$ cat src/design/tle_pkg.sv
// Shared types and constants for the terminal line editor.
package tle_pkg;

	localparam int CFG_W     = 7;
	localparam int CFG_IDX_W = 2;
	localparam int CHAR_W    = 8;
	localparam int ECHO_W    = 7;
	localparam int COUNT_W   = 6;

	localparam logic [CFG_IDX_W-1:0] REG_ERASE      = 2'd0;
	localparam logic [CFG_IDX_W-1:0] REG_WORD_ERASE = 2'd1;
	localparam logic [CFG_IDX_W-1:0] REG_KILL       = 2'd2;

	localparam logic [CFG_W-1:0] ERASE_RST      = 7'd127;
	localparam logic [CFG_W-1:0] WORD_ERASE_RST = 7'd23;
	localparam logic [CFG_W-1:0] KILL_RST       = 7'd21;

	localparam logic [CHAR_W-1:0] CTRL_D     = 8'h04;
	localparam logic [CHAR_W-1:0] PRINT_LO   = 8'h20;
	localparam logic [CHAR_W-1:0] PRINT_HI   = 8'h7E;
	localparam logic [ECHO_W-1:0] SPACE_CHAR = 7'h20;

	typedef enum logic [2:0] {
		KIND_ECHO  = 3'd0,
		KIND_ERASE = 3'd1,
		KIND_CLEAR = 3'd2,
		KIND_BELL  = 3'd3,
		KIND_END   = 3'd4
	} kind_t;

	typedef enum logic [2:0] {
		CLS_PRINT,
		CLS_ERASE,
		CLS_WERASE,
		CLS_KILL,
		CLS_EOF,
		CLS_BELL,
		CLS_IGNORE
	} cls_t;

	typedef enum logic [1:0] {
		ST_IDLE,
		ST_CLASSIFY,
		ST_WALK,
		ST_EMIT
	} state_t;

	typedef struct packed {
		logic load;
		logic walk_init;
		logic walk_step;
		logic commit;
	} cmd_t;

	typedef struct packed {
		logic is_werase;
		logic has_result;
		logic walk_done;
		logic out_free;
	} sts_t;

endpackage

$ cat src/design/tle_ctrl.sv
// Sequencing state machine for the line editor.
module tle_ctrl (
	input  logic          clk,
	input  logic          arst_n,
	input  logic          in_valid,
	output logic          in_stall,
	input  tle_pkg::sts_t sts,
	output tle_pkg::cmd_t cmd
);
	import tle_pkg::*;

	state_t state_q, state_nxt;

	always_ff @(posedge clk or negedge arst_n) begin
		if (!arst_n) begin
			state_q <= ST_IDLE;
		end else begin
			state_q <= state_nxt;
		end
	end

	always_comb begin
		state_nxt = state_q;
		unique case (state_q)
			ST_IDLE: begin
				if (in_valid) state_nxt = ST_CLASSIFY;
			end
			ST_CLASSIFY: begin
				state_nxt = sts.is_werase ? ST_WALK : ST_EMIT;
			end
			ST_WALK: begin
				if (sts.walk_done) state_nxt = ST_EMIT;
			end
			ST_EMIT: begin
				if (!sts.has_result || sts.out_free) state_nxt = ST_IDLE;
			end
			default: state_nxt = ST_IDLE;
		endcase
	end

	always_comb begin
		cmd      = '0;
		in_stall = 1'b1;
		unique case (state_q)
			ST_IDLE: begin
				in_stall = 1'b0;
				cmd.load = in_valid;
			end
			ST_CLASSIFY: begin
				cmd.walk_init = sts.is_werase;
			end
			ST_WALK: begin
				cmd.walk_step = !sts.walk_done;
			end
			ST_EMIT: begin
				cmd.commit = !sts.has_result || sts.out_free;
			end
			default: begin
				in_stall = 1'b1;
			end
		endcase
	end

endmodule

$ cat src/design/tle_dp.sv
// Datapath: control registers, line store, word-erase walker and result register.
module tle_dp #(
	parameter int LINE_LENGTH = 40
) (
	input  logic                               clk,
	input  logic                               arst_n,
	input  tle_pkg::cmd_t                      cmd,
	output tle_pkg::sts_t                      sts,
	input  logic [tle_pkg::CHAR_W-1:0]         char_in,
	input  logic                               cfg_we,
	input  logic [tle_pkg::CFG_IDX_W-1:0]      cfg_index,
	input  logic [tle_pkg::CFG_W-1:0]          cfg_wdata,
	output logic                               out_valid,
	input  logic                               out_stall,
	output logic [2:0]                         kind,
	output logic [tle_pkg::ECHO_W-1:0]         echo_char,
	output logic [tle_pkg::COUNT_W-1:0]        erase_count,
	output logic                               newline_before
);
	import tle_pkg::*;

	localparam int LEN_W  = $clog2(LINE_LENGTH + 1);
	localparam int ADDR_W = (LINE_LENGTH > 1) ? $clog2(LINE_LENGTH) : 1;
	localparam logic [LEN_W-1:0] LEN_FULL = LEN_W'(LINE_LENGTH);

	// control registers
	logic [CFG_W-1:0] erase_q, werase_q, kill_q;

	always_ff @(posedge clk or negedge arst_n) begin
		if (!arst_n) begin
			erase_q  <= ERASE_RST;
			werase_q <= WORD_ERASE_RST;
			kill_q   <= KILL_RST;
		end else if (cfg_we) begin
			unique case (cfg_index)
				REG_ERASE:      erase_q  <= cfg_wdata;
				REG_WORD_ERASE: werase_q <= cfg_wdata;
				REG_KILL:       kill_q   <= cfg_wdata;
				default: ;
			endcase
		end
	end

	// request byte
	logic [CHAR_W-1:0] char_q;

	always_ff @(posedge clk) begin
		if (cmd.load) char_q <= char_in;
	end

	logic [LEN_W-1:0] len_q, walk_q;
	logic             ended_q, phase_q;
	cls_t             cls;

	always_comb begin
		priority if (ended_q)                                  cls = CLS_IGNORE;
		else if (char_q >= PRINT_LO && char_q <= PRINT_HI)     cls = CLS_PRINT;
		else if (!char_q[CHAR_W-1] && char_q[CFG_W-1:0] == erase_q)  cls = CLS_ERASE;
		else if (!char_q[CHAR_W-1] && char_q[CFG_W-1:0] == werase_q) cls = CLS_WERASE;
		else if (!char_q[CHAR_W-1] && char_q[CFG_W-1:0] == kill_q)   cls = CLS_KILL;
		else if (char_q == CTRL_D)                             cls = CLS_EOF;
		else                                                   cls = CLS_BELL;
	end

	// line store, registered read
	logic [ECHO_W-1:0] mem [LINE_LENGTH];
	logic [ECHO_W-1:0] rd_data_q;
	logic [ADDR_W-1:0] rd_addr, wr_addr;
	logic              line_full;

	assign line_full = (len_q >= LEN_FULL);
	assign wr_addr   = line_full ? '0 : len_q[ADDR_W-1:0];

	// word-erase walker: phase 0 skips spaces, phase 1 skips the word
	logic             rd_space, walk_done, walk_dec;
	logic [LEN_W-1:0] walk_nxt, rd_n_m1, dropped;

	assign rd_space  = (rd_data_q == SPACE_CHAR);
	assign walk_done = (walk_q == '0) || (phase_q && rd_space);
	assign walk_dec  = cmd.walk_step && !walk_done && (rd_space != phase_q);

	always_comb begin
		if (cmd.walk_init)  walk_nxt = len_q;
		else if (walk_dec)  walk_nxt = walk_q - 1'b1;
		else                walk_nxt = walk_q;
	end

	assign rd_n_m1 = walk_nxt - 1'b1;
	assign rd_addr = rd_n_m1[ADDR_W-1:0];
	assign dropped = len_q - walk_q;

	always_ff @(posedge clk) begin
		if (cmd.commit && cls == CLS_PRINT) mem[wr_addr] <= char_q[ECHO_W-1:0];
		rd_data_q <= mem[rd_addr];
	end

	always_ff @(posedge clk or negedge arst_n) begin
		if (!arst_n) begin
			walk_q  <= '0;
			phase_q <= 1'b0;
		end else begin
			walk_q <= walk_nxt;
			if (cmd.walk_init) begin
				phase_q <= 1'b0;
			end else if (cmd.walk_step && !walk_done && !phase_q && !rd_space) begin
				phase_q <= 1'b1;
			end
		end
	end

	// line state commit
	always_ff @(posedge clk or negedge arst_n) begin
		if (!arst_n) begin
			len_q   <= '0;
			ended_q <= 1'b0;
		end else if (cmd.commit) begin
			unique case (cls)
				CLS_PRINT:  len_q <= line_full ? LEN_W'(1) : len_q + 1'b1;
				CLS_ERASE:  if (len_q != '0) len_q <= len_q - 1'b1;
				CLS_WERASE: len_q <= walk_q;
				CLS_KILL:   len_q <= '0;
				CLS_EOF:    if (len_q == '0) ended_q <= 1'b1;
				default: ;
			endcase
		end
	end

	// result formation
	logic                   has_result;
	kind_t                  res_kind;
	logic [ECHO_W-1:0]      res_char;
	logic [COUNT_W-1:0]     res_cnt;
	logic                   res_nl;
	logic [LEN_W+COUNT_W-1:0] dropped_ext;

	assign dropped_ext = (LEN_W + COUNT_W)'(dropped);

	always_comb begin
		has_result = 1'b1;
		res_kind   = KIND_BELL;
		res_char   = '0;
		res_cnt    = '0;
		res_nl     = 1'b0;
		unique case (cls)
			CLS_PRINT: begin
				res_kind = KIND_ECHO;
				res_char = char_q[ECHO_W-1:0];
				res_nl   = line_full;
			end
			CLS_ERASE: begin
				res_kind   = KIND_ERASE;
				res_cnt    = COUNT_W'(1);
				has_result = (len_q != '0);
			end
			CLS_WERASE: begin
				res_kind   = KIND_ERASE;
				res_cnt    = dropped_ext[COUNT_W-1:0];
				has_result = (dropped != '0);
			end
			CLS_KILL:   res_kind = KIND_CLEAR;
			CLS_EOF: begin
				res_kind   = KIND_END;
				has_result = (len_q == '0);
			end
			CLS_BELL:   res_kind = KIND_BELL;
			default:    has_result = 1'b0;
		endcase
	end

	// output register
	logic                out_valid_q, out_free, out_load;
	kind_t               kind_q;
	logic [ECHO_W-1:0]   echo_q;
	logic [COUNT_W-1:0]  count_q;
	logic                nl_q;

	assign out_free = !out_valid_q || !out_stall;
	assign out_load = cmd.commit && has_result;

	always_ff @(posedge clk or negedge arst_n) begin
		if (!arst_n) begin
			out_valid_q <= 1'b0;
		end else if (out_load) begin
			out_valid_q <= 1'b1;
		end else if (!out_stall) begin
			out_valid_q <= 1'b0;
		end
	end

	always_ff @(posedge clk) begin
		if (out_load) begin
			kind_q  <= res_kind;
			echo_q  <= res_char;
			count_q <= res_cnt;
			nl_q    <= res_nl;
		end
	end

	assign out_valid      = out_valid_q;
	assign kind           = kind_q;
	assign echo_char      = echo_q;
	assign erase_count    = count_q;
	assign newline_before = nl_q;

	assign sts.is_werase  = (cls == CLS_WERASE);
	assign sts.has_result = has_result;
	assign sts.walk_done  = walk_done;
	assign sts.out_free   = out_free;

endmodule

$ cat src/design/terminal_line_editor.sv
// Top level of the terminal line editor: controller plus datapath.
//
//  channel  | handshake            | payload
//  ---------+----------------------+---------------------------------------------
//  input    | in_valid / in_stall  | char_in
//  output   | out_valid / out_stall| kind, echo_char, erase_count, newline_before
//  config   | cfg_we               | cfg_index, cfg_wdata
//
// One request at a time. A request passes through accept, classify and
// commit; word erase adds a walk over the line store, through its single
// registered read port, between classify and commit.
// Reset clears the line length, the end-of-input flag and the result
// register; control registers return to their defaults. The line store is
// not cleared: only entries below the line length are ever read.
// A stalled output holds its result; the next request is still taken and
// waits at commit only if it too has a result while the register is full.
module terminal_line_editor #(
	parameter int LINE_LENGTH = 40
) (
	input  logic                          clk,
	input  logic                          arst_n,
	// request channel
	input  logic                          in_valid,
	output logic                          in_stall,
	input  logic [tle_pkg::CHAR_W-1:0]    char_in,
	// result channel
	output logic                          out_valid,
	input  logic                          out_stall,
	output logic [2:0]                    kind,
	output logic [tle_pkg::ECHO_W-1:0]    echo_char,
	output logic [tle_pkg::COUNT_W-1:0]   erase_count,
	output logic                          newline_before,
	// control register writes
	input  logic                          cfg_we,
	input  logic [tle_pkg::CFG_IDX_W-1:0] cfg_index,
	input  logic [tle_pkg::CFG_W-1:0]     cfg_wdata
);
	import tle_pkg::*;

	cmd_t cmd;
	sts_t sts;

	// sequencer: idle, classify, walk (word erase only), commit
	tle_ctrl u_ctrl (
		.clk      (clk),
		.arst_n   (arst_n),
		.in_valid (in_valid),
		.in_stall (in_stall),
		.sts      (sts),
		.cmd      (cmd)
	);

	// storage, decode, walker and result register
	tle_dp #(
		.LINE_LENGTH (LINE_LENGTH)
	) u_dp (
		.clk            (clk),
		.arst_n         (arst_n),
		.cmd            (cmd),
		.sts            (sts),
		.char_in        (char_in),
		.cfg_we         (cfg_we),
		.cfg_index      (cfg_index),
		.cfg_wdata      (cfg_wdata),
		.out_valid      (out_valid),
		.out_stall      (out_stall),
		.kind           (kind),
		.echo_char      (echo_char),
		.erase_count    (erase_count),
		.newline_before (newline_before)
	);

endmodule

$ cat config.mk
export PLATFORM = sky130hd
export DESIGN_NAME = terminal_line_editor
export DESIGN_NICKNAME = d
export VERILOG_FILES = /design/src/design/tle_pkg.sv /design/src/design/tle_ctrl.sv /design/src/design/tle_dp.sv /design/src/design/terminal_line_editor.sv
export SDC_FILE = /design/constraint.sdc
export NUM_CORES = 1
export LEC_CHECK = 0
export BUFFER_PORTS_ARGS = -buffer_cell sky130_fd_sc_hd__buf_2
export CORE_ASPECT_RATIO = 0.9
export CORE_UTILIZATION = 56
export CTS_CLUSTER_SIZE = 14
export DETAILED_ROUTE_END_ITERATION = 16
export HOLD_SLACK_MARGIN = 0.1
export PLACE_DENSITY_LB_ADDON = 0.08
export REMOVE_ABC_BUFFERS = 1
export SLEW_MARGIN = 20
export SYNTH_ARGS = -nofsm -noshare
export SYNTH_HDL_FRONTEND = slang
export SYNTH_SLANG_ARGS = --single-unit
$ cat constraint.sdc
create_clock -name clk -period 11 [get_ports clk]
set_input_delay 1.1 -clock clk [delete_from_list [all_inputs] [get_ports clk]]
set_output_delay 1.1 -clock clk [all_outputs]
set_load 0.02 [all_outputs]
==> After elaboration in Yosys (flattened, before gate mapping) <==
Memory sizes are Yosys's and may differ from the RTL's. A register that Yosys moved wholly into a read port is not among the register bits.
Cells that the tools add are included.
{ "word_totals": {"in_bits": 22, "reg_bits": 63, "wordCells": 113, "n_memories": 1, "ramBits": 280, "out_inout_bits": 19} }
{ "op_classes": {"add_sub_neg": 5, "n_reduce_logical": 38, "magnitude_cmp": 3, "n_mux": 31, "n_eq_ne": 21} }
{ "mem_list": {"columns": ["memory", "depth", "word_bits", "rd", "rd_clocked_by_memory_dff", "write_ports", "line", "text"], "rows": [
  ["u_dp.mem", 40, 7, 1, 1, 1, "tle_dp.sv:66", "logic [ECHO_W-1:0] mem [LINE_LENGTH];"]
]} }
{ "op_table": {"columns": ["op", "count"], "rows": [
  ["6-bit two-way mux", 5],
  ["6-bit case mux with 4 select lines", 1],
  ["7-bit equality test", 3],
  ["6-bit by 1-bit subtractor with 6-bit output, second input constant", 3],
  ["3-bit two-way mux", 5],
  ["1-bit two-way mux", 13],
  ["6-bit zero test", 2],
  ["3-bit case mux with 4 select lines", 1],
  ["6-bit case mux with 2 select lines", 1],
  ["6-bit nonzero test", 2],
  ["1-bit logical AND", 11],
  ["3-bit AND reduction", 3],
  ["8-bit by 3-bit equality test with 1-bit output, second input constant", 1],
  ["8-bit by 6-bit >= comparator with 1-bit output, second input constant", 1],
  ["8-bit by 7-bit <= comparator with 1-bit output, second input constant", 1],
  ["2-bit by 1-bit inequality test with 1-bit output, second input constant", 4],
  ["2-bit case mux with 4 select lines", 1],
  ["7-bit by 6-bit equality test with 1-bit output, second input constant", 1],
  ["1-bit zero test", 7],
  ["6-bit by 1-bit adder with 6-bit output, second input constant", 1],
  ["2-bit equality test, second input constant", 3],
  ["3-bit by 2-bit equality test with 1-bit output, second input constant", 2],
  ["3-bit equality test, second input constant", 2],
  ["6-bit >= comparator, second input constant", 1],
  ["other kinds (15)", 23]
]} }

==> Depth between registers and ports, before layout <==
Gate-level depths: netlist of the first run.
{ "depth": {"ltp_word": 16, "ltp_mapped": 22, "depth_no_buf": 17} }

==> Modules after synthesis <==
A second synthesis of the first run with hierarchy kept.
{ "unflattened": {"cells_unflattened": 1081, "area_unflattened_um2": 15289.7} }
{ "modules_own_cells": {"columns": ["mod", "area_per_inst_um2", "n_inst", "seq_area_each_um2", "cells_per_inst"], "rows": [
  ["tle_dp", 15080.7, 1, 10217.3, 1059],
  ["tle_ctrl", 209.0, 1, 50.0, 22]
]} }

==> Least setup slack after synthesis of the first run <==
OpenSTA, ideal clock, no wires.
{ "synth_path": {"kind": "register to register", "startpoint": "register u_dp.rd_data_q[2], read port of u_dp.mem", "endpoint": "register u_dp.rd_data_q[5], read port of u_dp.mem", "setup_slack_ps": 6257, "t_arrival_ps": 4619, "required_time_ps": 10876, "setup_ps": 124, "path_stages_with_launch": 21, "period_less_slack_ps": 4743, "path_buffers": 6, "path_cell_list": "dfxtp_1 > or4b_2 > nor4_1 > ha_1 > nand3b_1 > a21oi_2 > xnor2_1 > a21oi_4 > nor2_4 > inv_6 > buf_12 > buf_12 > buf_6 > ha_1 > clkbuf_1 > inv_1 > clkbuf_1 > clkbuf_1 > mux4_2 > a211oi_1 > nor4_2"} }
{ "synth_via": {"elab_chain_cells": 10, "elab_cells_between_ends": 11, "classes_between": "add/sub: 1; eq/ne: 2; mux: 3; reduce/logical: 5"} }
{ "synth_lines": {"columns": ["item", "line", "text"], "rows": [
  ["from (decl)", "tle_dp.sv:67", "logic [ECHO_W-1:0] rd_data_q;"],
  ["7-bit by 6-bit equality test with 1-bit output (*)", "tle_dp.sv:78", "assign rd_space = (rd_data_q == SPACE_CHAR);"],
  ["1-bit logical AND", "tle_dp.sv:79", "assign walk_done = (walk_q == '0) || (phase_q && rd_space);"],
  ["1-bit logical OR", "tle_dp.sv:79", null],
  ["1-bit zero test", "tle_ctrl.sv:53, tle_dp.sv:80", null],
  ["1-bit two-way mux", "tle_ctrl.sv:44", "unique case (state_q)"],
  ["1-bit logical AND", "tle_dp.sv:80", "assign walk_dec = cmd.walk_step && !walk_done && (rd_space != phase_q);"],
  ["1-bit logical AND (*)", "tle_dp.sv:80", null],
  ["6-bit two-way mux (*)", "tle_dp.sv:84", "else if (walk_dec) walk_nxt = walk_q - 1'b1;"],
  ["6-bit two-way mux (*)", "tle_dp.sv:83", "if (cmd.walk_init) walk_nxt = len_q;"],
  ["6-bit by 1-bit subtractor with 6-bit output (*)", "tle_dp.sv:88", "assign rd_n_m1 = walk_nxt - 1'b1;"]
]} }
Every way passes the cells marked *; elsewhere a longest branch is shown, timed or not.
A chain may end at the register's enable or synchronous reset.

==> Final worst setup path of the first run <==
{ "layout_path": {"startpoint": "register u_dp.rd_data_q[2], read port of u_dp.mem", "endpoint": "register u_dp.rd_data_q[6], read port of u_dp.mem"} }
Same word-level chain as after synthesis.

==> results of run 1 <==
power breakdown:
part | internal [µW] | switching (µW) | leakage (µW)
clock | 706 | 517 | 0.000574
combinational | 1090 | 1870 | 0.00238
sequential | 1590 | 94.6 | 0.00324
total | 3380 | 2480 | 0.00619
sequential cells by signal, summed over array words and instances, names as in the netlist:
register	cells
u_ctrl.state_q	2
u_dp.char_q	8
u_dp.echo_char	7
u_dp.ended_q	1
u_dp.erase_count	6
u_dp.erase_q	7
u_dp.kill_q	7
u_dp.kind	3
u_dp.len_q	6
u_dp.mem	280
u_dp.newline_before	1
u_dp.out_valid	1
u_dp.phase_q	1
u_dp.rd_data_q	7
u_dp.walk_q	6
u_dp.werase_q	7
worst max-delay path: stages, from the launching register on:
cell and delay, ps:
dfxtp_1 290, or4b_2 650, nor4_1 440, ha_1 240
nand3b_1 120, a21oi_2 350, xnor2_1 220, a21oi_4 600
nor2_4 220, inv_6 570, ha_1 380, inv_2 50
buf_4 560, nor2_1 380, a211o_1 370, o221ai_1 250
a21oi_1 100, nor4_1 240
cell families (layout without fill, tap and decap cells):
kind of cell               after synthesis  count (layout)  share of synthesized area [%]
DFF                                    350             350                          63.71
and+or+nand+nor                        344             344                          11.31
AOI/OAI and AO/OA                      221             221                          10.58
buffers and inverters                   99             149                          3.129
muxes                                   84              84                          7.865
xor gates and xnor gates                36              36                          1.957
adders and majority gates               18              18                          1.444
final cells by class:
| type | count | area [µm²] | share of cell area [%] |
|---|---|---|---|
| sequential | 350 | 10270 | 58.05 |
| clock inverter | 21 | 202.7 | 1.146 |
| clock buffer | 44 | 972.2 | 5.496 |
| multi-input combinational | 703 | 5365 | 30.33 |
| inverter | 28 | 110.1 | 0.6225 |
| tap | 360 | 450.4 | 2.547 |
| timing repair buffer | 56 | 320.3 | 1.811 |
layout by cell type, fill, tap and decap left out, drive strengths merged, types with 9 or more instances in the layout:
cell / count
a211oi: 27
nor3: 32
and3: 37
dfrtp: 24
nand2: 62
clkinv: 14
nand3: 55
buf: 56
a2111oi: 13
nor4: 15
and2: 18
edfxtp: 305
dfstp: 14
xor2: 26
nor2: 81
inv: 31
o31ai: 9
mux2i: 29
a21oi: 25
mux2: 25
mux4: 30
ha: 17
clkbuf: 44
o21ai: 38
a211o: 21
xnor2: 10
a31oi: 9
nand4: 11
worst max-delay path by stage:
stage	from	to	slack [ps]	cells after the start
floorplan	u_dp.char_q[5]	u_dp.rd_data_q[0]	5090	13
global placement	u_dp.rd_data_q[2]	u_dp.rd_data_q[3]	5070	17
detailed placement	u_dp.rd_data_q[2]	u_dp.rd_data_q[1]	4870	17
CTS	u_dp.rd_data_q[2]	u_dp.rd_data_q[1]	4820	17
global route	u_dp.rd_data_q[2]	u_dp.rd_data_q[1]	4300	16
finish	u_dp.rd_data_q[2]	u_dp.rd_data_q[6]	4810	17
metal layers:
metal | GRT usage [%] | wire length [µm]
met2 | 42.33 | 18090
met5 | 0 | 0
met3 | 4.674 | 3381
met4 | 8.159 | 953
met1 | 43.17 | 18110
through the flow:
step           cell area [µm²]  setup WS [ps]
2_1_floorplan            15720           5092
3_3_place_gp             16510           5070
3_5_place_dp             16510           4866
4_1_cts                  17690           4824
5_1_grt                  17690           4296
6_report                 17690           4810
==> results by group, run 1 <==
Synthesis
  – Share of flip-flops with an asynchronous set or reset after synthesis: ~11%
  – Total standard cell area after synthesis: around 16000 µm²
  – Fraction of the yosys area taken by sequential cells: 63.71%
  – Total of warnings raised by yosys: 0
  – Commonest cells in the synthesized netlist: edfxtp_1, nor2_1, nand2_1
  – Biggest area consumer among synthesized cells: edfxtp_1
  – Cell count after synthesis: 1152
  – Number of synthesized register bits: 350
  – Most frequent cell after synthesis: edfxtp_1
  – Most used DFF post-synth: edfxtp_1
  – Distinct cell type count of the synthesized netlist: 88
  – Mean cell area of the mapped netlist: 13.99 µm²
  – Post-synth EDFFs: around 310
  – Largest cells by area after synthesis: edfxtp_1, mux4_2, dfrtp_1
  – Top-area cell type share of the netlist area: 56.83%

Route
  – 1st-iter DRT viols: 1339
  – Detailed-route DRC error count: 0
  – First drt pass iteration count: 6
  – Via count of the routed design: 10370
  – Post-detailed-route count of antenna-violating nets: 0
  – Via count normalized by instance count: between 6 and 7
  – Sum of routed wire length over all layers: 40.53 mm
  – Average routed wire per standard cell: 25.95 µm

STA
  – Unrepaired setup endpoints after global routing: false
  – Pins Over Slew Limit: 0
  – Setup-violating endpoint count in the final report: 0
  – Worst slew pin tran: 1131 ps
  – Hold slack final: 511.3 ps
  – Setup TNS: 0 ps
  – Highest clock frequency the design can meet: around 160 MHz
  – Hold violation total from the final report: 0
  – Normalized max-slew margin: about 24%
  – Fraction of the cycle the final worst path needs: 56.27%
  – Clock period minus final worst setup slack: a little over 6000 ps
  – Post-route clock skew: roughly 19 ps

Flow run
  – Max-Cap Viols: 0

CTS
  – Post-CTS Setup Inserts: 0
  – Clk Tree Root Cell: clkbuf_16
  – Clock net sink count: 350
  – H-tree depth: 2
  – Number of CTS-inserted buffers: 37
  – Hold_buf cts: 0
  – Max Buffers Root-to-Sink: 3
  – Clock tree from TritonCTS: built
  – # resized after CTS: 0
  – Clock edge transition at the registers on the reported setup and hold paths: ~60 ps
  – Source-to-sink clock delay at the later pin of the worst-skew pair: about 530 ps

Global routing
  – Global-route wire length before repair: 62.45 mm
  – Total global-route track usage: between 20% and 30%
  – Maximum number of pins on one net before global-route repair: 72
  – Remaining global-route overflow: 0
  – Vias in the first global route: just under 10000
  – Initial antenna violation count: 0

Power and ir drop
  – Maximum resistive drop on vdd: approximately 0.00033 V
  – Lkg Pwr: roughly 0.0062 µW
  – Pwr Density: ~330 nW/µm²
  – Total Power Consumption: between 5000 and 6000 µW

Critical path
  – RR Endpoint: u_dp.rd_data_q[6]
  – Worst Setup Path Type: reg2reg
  – Worst path arrival time: about 6600 ps
  – Depth of the worst register-to-register path: 17
  – Register-to-Register Setup Slack: around 4800 ps
  – Worst Setup End Kind: flip-flop
  – Max FO, Critical Path: just over 70
  – Type of element launching the critical path: flip-flop
  – Worst Path Required: about 11000 ps
  – Critical R2R Launch: u_dp.rd_data_q[2]

Floorplan
  – Initial Util: 57.38%
  – Number of placement rows: 58
  – Number of placed I/O pins: about 40
  – Die outline height: 162.9 µm
  – Area of the die: roughly 30000 µm²
  – Core region area: approximately 28000 µm²
  – Die W: roughly 180 µm

Final layout
  – ANT cells: 0
  – Core Util, Final: ~63%
  – Synth-to-layout area growth: 9.759%
  – Filler-free cell count of the finished design: 1562
  – Net total in the final layout: 1216
  – Fraction of final layout cells sized beyond drive strength 1: 18.05%
  – Number of filler cells placed in the layout: between 2000 and 2500

Worst hold path
  – Worst min path class: reg2reg
  – Endpoint with the worst hold slack: u_dp.phase_q
  – Worst hold path stage count: 2
  – Min-delay src: u_dp.phase_q

Placement
  – Number of buffers inserted by port buffering: 40
  – Estimated wirelength of the detail-placed design: 25.46 mm
  – Placer Congestion: about 0.94
  – Cells after DPL: around 1500

Run status
  – Run status: finished clean
(Power assumes the default switching activity.)
==> run 2: changes to the inputs <==
==> constraint.sdc (replaced) <==
create_clock -name clk -period 5 [get_ports clk]
set_input_delay 0.5 -clock clk [delete_from_list [all_inputs] [get_ports clk]]
set_output_delay 0.5 -clock clk [all_outputs]
set_load 0.02 [all_outputs]
==> results by group, run 2 (synthesis gave the netlist of run 1 again) <==
Flow run
  – Max-Cap Viols: 0

Route
  – First drt pass iteration count: 7
  – Via count normalized by instance count: between 6 and 7
  – 1st-iter DRT viols: ~1300
  – Sum of routed wire length over all layers: slightly above 40 mm
  – Average routed wire per standard cell: 25.18 µm
  – Post-detailed-route count of antenna-violating nets: 0
  – Via count of the routed design: 10440
  – Detailed-route DRC error count: 0

CTS
  – # resized after CTS: 0
  – Clock edge transition at the registers on the reported setup and hold paths: 60 ps
  – Source-to-sink clock delay at the later pin of the worst-skew pair: 530 ps
  – Clk Tree Root Cell: clkbuf_16
  – H-tree depth: 2
  – Post-CTS Setup Inserts: 0
  – Clock tree from TritonCTS: built
  – Max Buffers Root-to-Sink: 3
  – Clock net sink count: 350
  – Hold_buf cts: 0
  – Number of CTS-inserted buffers: 37

Global routing
  – Global-route wire length before repair: just over 60 mm
  – Remaining global-route overflow: 0
  – Maximum number of pins on one net before global-route repair: between 70 and 80
  – Met3 track demand over resource: about 6.5%
  – Most congested layer reported by global routing: met2
  – Vias in the first global route: 10100
  – Total global-route track usage: 28.31%
  – Met1 Resource Use GR: between 40% and 50%
  – Initial antenna violation count: 1
  – Global-route met2 utilization: between 40% and 50%

Critical path
  – Max FO, Critical Path: 11
  – Worst path arrival time: roughly 5200 ps
  – Type of element launching the critical path: flip-flop
  – Worst Setup End Kind: flip-flop
  – Worst Path Required: approximately 5400 ps
  – Worst Setup Path Type: reg2reg

Power and ir drop
  – Maximum resistive drop on vdd: approximately 0.00058 V
  – Comb pwr share: 51.9%
  – Lkg Pwr: about 0.0065 µW
  – Internal power of the cells: around 7500 µW
  – Fraction of power spent switching nets: between 40% and 50%
  – Clock network power share: between 10% and 20%
  – Pwr Density: around 700 nW/µm²
  – Sequential share of power: 28.6%
  – Power dissipated by switching net loads: between 5000 and 6000 µW

STA
  – Pins Over Slew Limit: 0
  – Post-route clock skew: roughly 13 ps
  – Setup TNS: 0 ps
  – Fraction of the cycle the final worst path needs: 96.52%
  – Highest clock frequency the design can meet: approximately 210 MHz
  – Normalized max-slew margin: about a quarter
  – Hold violation total from the final report: 0
  – Worst Slack Setup Final: around 170 ps
  – Unrepaired setup endpoints after global routing: false
  – Worst slew pin tran: 1131 ps
  – Setup-violating endpoint count in the final report: 0
  – Clock period minus final worst setup slack: approximately 4800 ps

Final layout
  – Most frequent cells in the layout: edfxtp_1, nor2_1, buf_4
  – Filler-free cell count of the finished design: roughly 1600
  – Most common cell after layout, fill and taps aside: edfxtp_1
  – Registers with the highest flip-flop counts: u_dp.mem x280, u_dp.char_q x8
  – Reg with most FFs: u_dp.mem
  – Synth-to-layout area growth: 12.15%
  – ANT cells: 0
  – Largest register FFs: 280
  – Layout Cell Area excl Fill: 18070 µm²
  – Fraction of final layout cells sized beyond drive strength 1: 21.35%
  – Core Util, Final: between 60% and 70%
  – Net total in the final layout: roughly 1300

Floorplan
  – Core region area: about 28000 µm²
  – Die outline height: 162.9 µm
  – Number of placed I/O pins: 41
  – Die W: roughly 180 µm
  – Area of the die: between 20000 and 30000 µm²
  – Initial Util: between 50% and 60%
  – Number of placement rows: 58

Placement
  – Placer Congestion: around 0.96
  – Cells after DPL: about 1600
  – Placed Area: ~17000 µm²
  – Estimated wirelength of the detail-placed design: roughly 26 mm
  – Setup Slack @ Placement: 263.8 ps
  – Number of buffers inserted by port buffering: 40

Run status
  – Run status: finished clean

Worst hold path
  – Worst min path class: in2async
## run 2: changes by cell type in the layout (fill, tap and decap cells not counted)
cell       delta
clkinv_2      +2
clkbuf_8      -2
buf_12        +3
clkinv_4      -2
buf_4        +53
clkbuf_1      +4
bufinv_16     -2
clkinv_1      +2
## run 2: per-layer routing
layer | vias to the layer above | part of all wire [%]
li1 | 4682 | -
met1 | 5214 | 44
met2 | 477 | 45
met3 | 63 | 9.3
met4 | 0 | 1.9
met5 | - | 0
## run 2: final timing paths
kind                              startpoint  slack [ps]  cells after the start           endpoint
max                        u_dp.rd_data_q[2]         170                     15  u_dp.rd_data_q[0]
min                                   arst_n         110                      1     u_dp.kill_q[1]
max reg2reg                u_dp.rd_data_q[2]         170                     15  u_dp.rd_data_q[0]
min reg2reg                     u_dp.phase_q         520                      2       u_dp.phase_q
max in group asynchronous             arst_n        4300                      1     u_dp.walk_q[0]
min in group clk                  char_in[7]         140                      1     u_dp.char_q[7]
## run 2: power by group through the flow
stage | Clock (µW) | Combinational (µW) | Sequential [µW]
floorplan | 0 | 4250 | 3830
global placement | 0 | 6640 | 3750
detailed placement | 0 | 6650 | 3760
global route | 2690 | 7210 | 3720
finish | 2530 | 6720 | 3710
CTS | 2570 | 6680 | 3700
## run 2: final cells by class
cell class,instances,area (µm²)
Clock buffer,46,959.7
Tap cell,360,450.4
Timing Repair Buffer,112,778.2
Inverter,28,110.1
Clock inverter,21,142.6
Fill cell,2093,10010
Sequential cell,350,10270
Multi-Input combinational cell,703,5365
## run 2: per-stage QoR
step | total power (µW) | hold WS, ps
floorplan | 8086 | 204.4
global placement | 10390 | 495.2
detailed placement | 10410 | 512.7
CTS | 12950 | 128.6
global route | 13620 | 122.4
finish | 12960 | 112.0
## run 2: worst max-delay path, stage by stage (launching register included)
cell and delay (ps):
dfxtp_1 290, or4b_2 660, nor4_1 440, ha_1 360, nand3b_1 140, a21oi_2 60
xnor2_1 390, a21oi_4 70, nor2_4 170, inv_6 40, ha_1 260, o21a_1 250
nor2_1 730, and2_1 410, and3_1 320, nor4_1 100
==> run 3: changes to the inputs <==
--- a/config.mk
+++ b/config.mk
@@ -11,7 +11,7 @@
 export CTS_CLUSTER_SIZE = 14
 export DETAILED_ROUTE_END_ITERATION = 16
 export HOLD_SLACK_MARGIN = 0.1
-export PLACE_DENSITY_LB_ADDON = 0.08
+export PLACE_DENSITY = 0.75
 export REMOVE_ABC_BUFFERS = 1
 export SLEW_MARGIN = 20
 export SYNTH_ARGS = -nofsm -noshare
==> results by group, run 3 (synthesis gave the netlist of run 1 again) <==
Run status
  – Run status: finished clean

Final layout
  – Layout Cell Area excl Fill: approximately 18000 µm²
  – Most common cell after layout, fill and taps aside: edfxtp_1
  – ANT cells: 0
  – Synth-to-layout area growth: 10.64%
  – Fraction of final layout cells sized beyond drive strength 1: about a fifth
  – Largest register FFs: 280
  – Most frequent cells in the layout: edfxtp_1, nor2_1, nand2_1
  – Registers with the highest flip-flop counts: u_dp.mem x280, u_dp.char_q x8
  – Reg with most FFs: u_dp.mem
  – Net total in the final layout: ~1200
  – Filler-free cell count of the finished design: 1588

CTS
  – Hold_buf cts: 0
  – Source-to-sink clock delay at the later pin of the worst-skew pair: between 500 and 600 ps
  – Clk Tree Root Cell: clkbuf_16
  – Clock edge transition at the registers on the reported setup and hold paths: around 60 ps
  – Max Buffers Root-to-Sink: 3
  – Clock net sink count: 350
  – # resized after CTS: 0
  – Clock tree from TritonCTS: built
  – Number of CTS-inserted buffers: 36
  – H-tree depth: 2
  – Post-CTS Setup Inserts: 0

Floorplan
  – Number of placement rows: 58
  – Number of placed I/O pins: just over 40
  – Die outline height: roughly 160 µm
  – Core region area: 28080 µm²
  – Area of the die: 29460 µm²
  – Initial Util: a little under three fifths
  – Die W: 180.8 µm

STA
  – Post-route clock skew: around 20 ps
  – Worst Slack Setup Final: approximately 380 ps
  – Clock period minus final worst setup slack: 4624 ps
  – Hold slack final: 113.6 ps
  – Pins Over Slew Limit: 0
  – Normalized max-slew margin: between 10% and 20%
  – Fraction of the cycle the final worst path needs: about 90%
  – Worst slew pin tran: between 1000 and 1500 ps
  – Unrepaired setup endpoints after global routing: false
  – Setup-violating endpoint count in the final report: 0
  – Hold violation total from the final report: 0
  – Highest clock frequency the design can meet: 216.3 MHz

Critical path
  – Series of cell instances along the critical path: or4b_2 > nor4_1 > buf_4 > ha_1 > nand3b_1 > a21oi_2 > xnor2_1 > a21oi_4 > nor2_4 > inv_6 > ha_1 > buf_4 > nor3_1 > a211oi_1 > o32a_1 > mux2i_1 > o2111a_1 > nor4_2
  – Max FO, Critical Path: between 50 and 60
  – Cell with the largest stage delay on the worst path: or4b_2
  – Crit-path max cell delay: 670 ps
  – Worst Setup Path Type: reg2reg
  – Worst Path Required: 5430 ps
  – Type of element launching the critical path: flip-flop
  – Worst Setup End Kind: flip-flop
  – Worst path arrival time: 5060 ps

Global routing
  – Total global-route track usage: ~28%
  – Vias in the first global route: roughly 10000
  – Maximum number of pins on one net before global-route repair: between 70 and 80
  – Global-route wire length before repair: a little over 60 mm
  – Initial antenna violation count: 0
  – Remaining global-route overflow: 0

Route
  – Post-detailed-route count of antenna-violating nets: 0
  – First drt pass iteration count: 5
  – 1st-iter DRT viols: 1227
  – Sum of routed wire length over all layers: around 40 mm
  – Detailed-route DRC error count: 0
  – Via count normalized by instance count: between 6 and 7
  – Average routed wire per standard cell: ~25 µm
  – Via count of the routed design: roughly 11000

Placement
  – Setup Slack @ Placement: about 500 ps
  – Placed Area: 16740 µm²
  – Estimated wirelength of the detail-placed design: around 26 mm
  – Placer Congestion: 0.9128
  – Number of buffers inserted by port buffering: 40
  – Cells after DPL: ~1500

Worst hold path
  – Worst min path class: in2async

Power and ir drop
  – Total Power Consumption: between 10000 and 15000 µW
  – Lkg Pwr: about 0.0063 µW
  – Maximum resistive drop on vdd: about 0.00067 V
  – Pwr Density: around 730 nW/µm²

Flow run
  – Max-Cap Viols: 0
-- run 3: cell count changes in the layout (fill, tap and decap cells not counted), sizes merged --
cell      change
inv           -2
buf          -27
clkinv        -3
bufinv        +1
clkinvlp      -1
-- run 3: layer usage --
layer	share of wire, %	routed length (µm)	track usage, %	vias up
met1	41	16280	38.78	5308
met5	0	0	0	-
met2	46	18460	43.02	597
li1	-	-	-	4620
met3	10	4099	6.440	84
met4	2.6	1043	8.741	0
-- run 3: path summary, 6_finish.rpt --
| path | startpoint | endpoint | slack (ps) | depth (start not counted) |
|---|---|---|---|---|
| min in group clk | char_in[6] | u_dp.char_q[6] | 160 | 1 |
| max reg2reg | u_dp.rd_data_q[2] | u_dp.rd_data_q[5] | 380 | 18 |
| min | arst_n | u_dp.werase_q[5] | 110 | 1 |
| max in group asynchronous | arst_n | u_dp.len_q[1] | 4320 | 1 |
| min reg2reg | u_dp.phase_q | u_dp.phase_q | 530 | 2 |
| max | u_dp.rd_data_q[2] | u_dp.rd_data_q[5] | 380 | 18 |
-- run 3: where the power goes --
group          internal (µW)  switching (µW)
combinational           2570            4190
clock                   1460            1080
sequential              3490             225
total                   7520            5500
-- run 3: stage by stage --
step	util, %	TNS [ps]
3_3_place_gp	59.60	0
2_1_floorplan	-	-6316
4_1_cts	63.49	0
5_1_grt	63.49	0
6_report	63.49	0
3_5_place_dp	59.60	0
-- run 3: worst max-delay path: cells and delay by family (launching register included) --
family	cells	cell delay (ps)
fa+ha+maj	2	550
compound gates	5	840
simple gates	6	1670
mux	1	80
flops	1	300
buf+inv	3	760
xor+xnor	1	310
-- run 3: final cells by class --
class	count	area, µm²
multi-input cells	703	5360
clock inverters	16	131.4
fillers	2038	10250
flip-flops and latches	350	10270
well taps	360	450.4
repair buffers	85	550.5
clock buffers	46	959.7
inverters	28	110.1
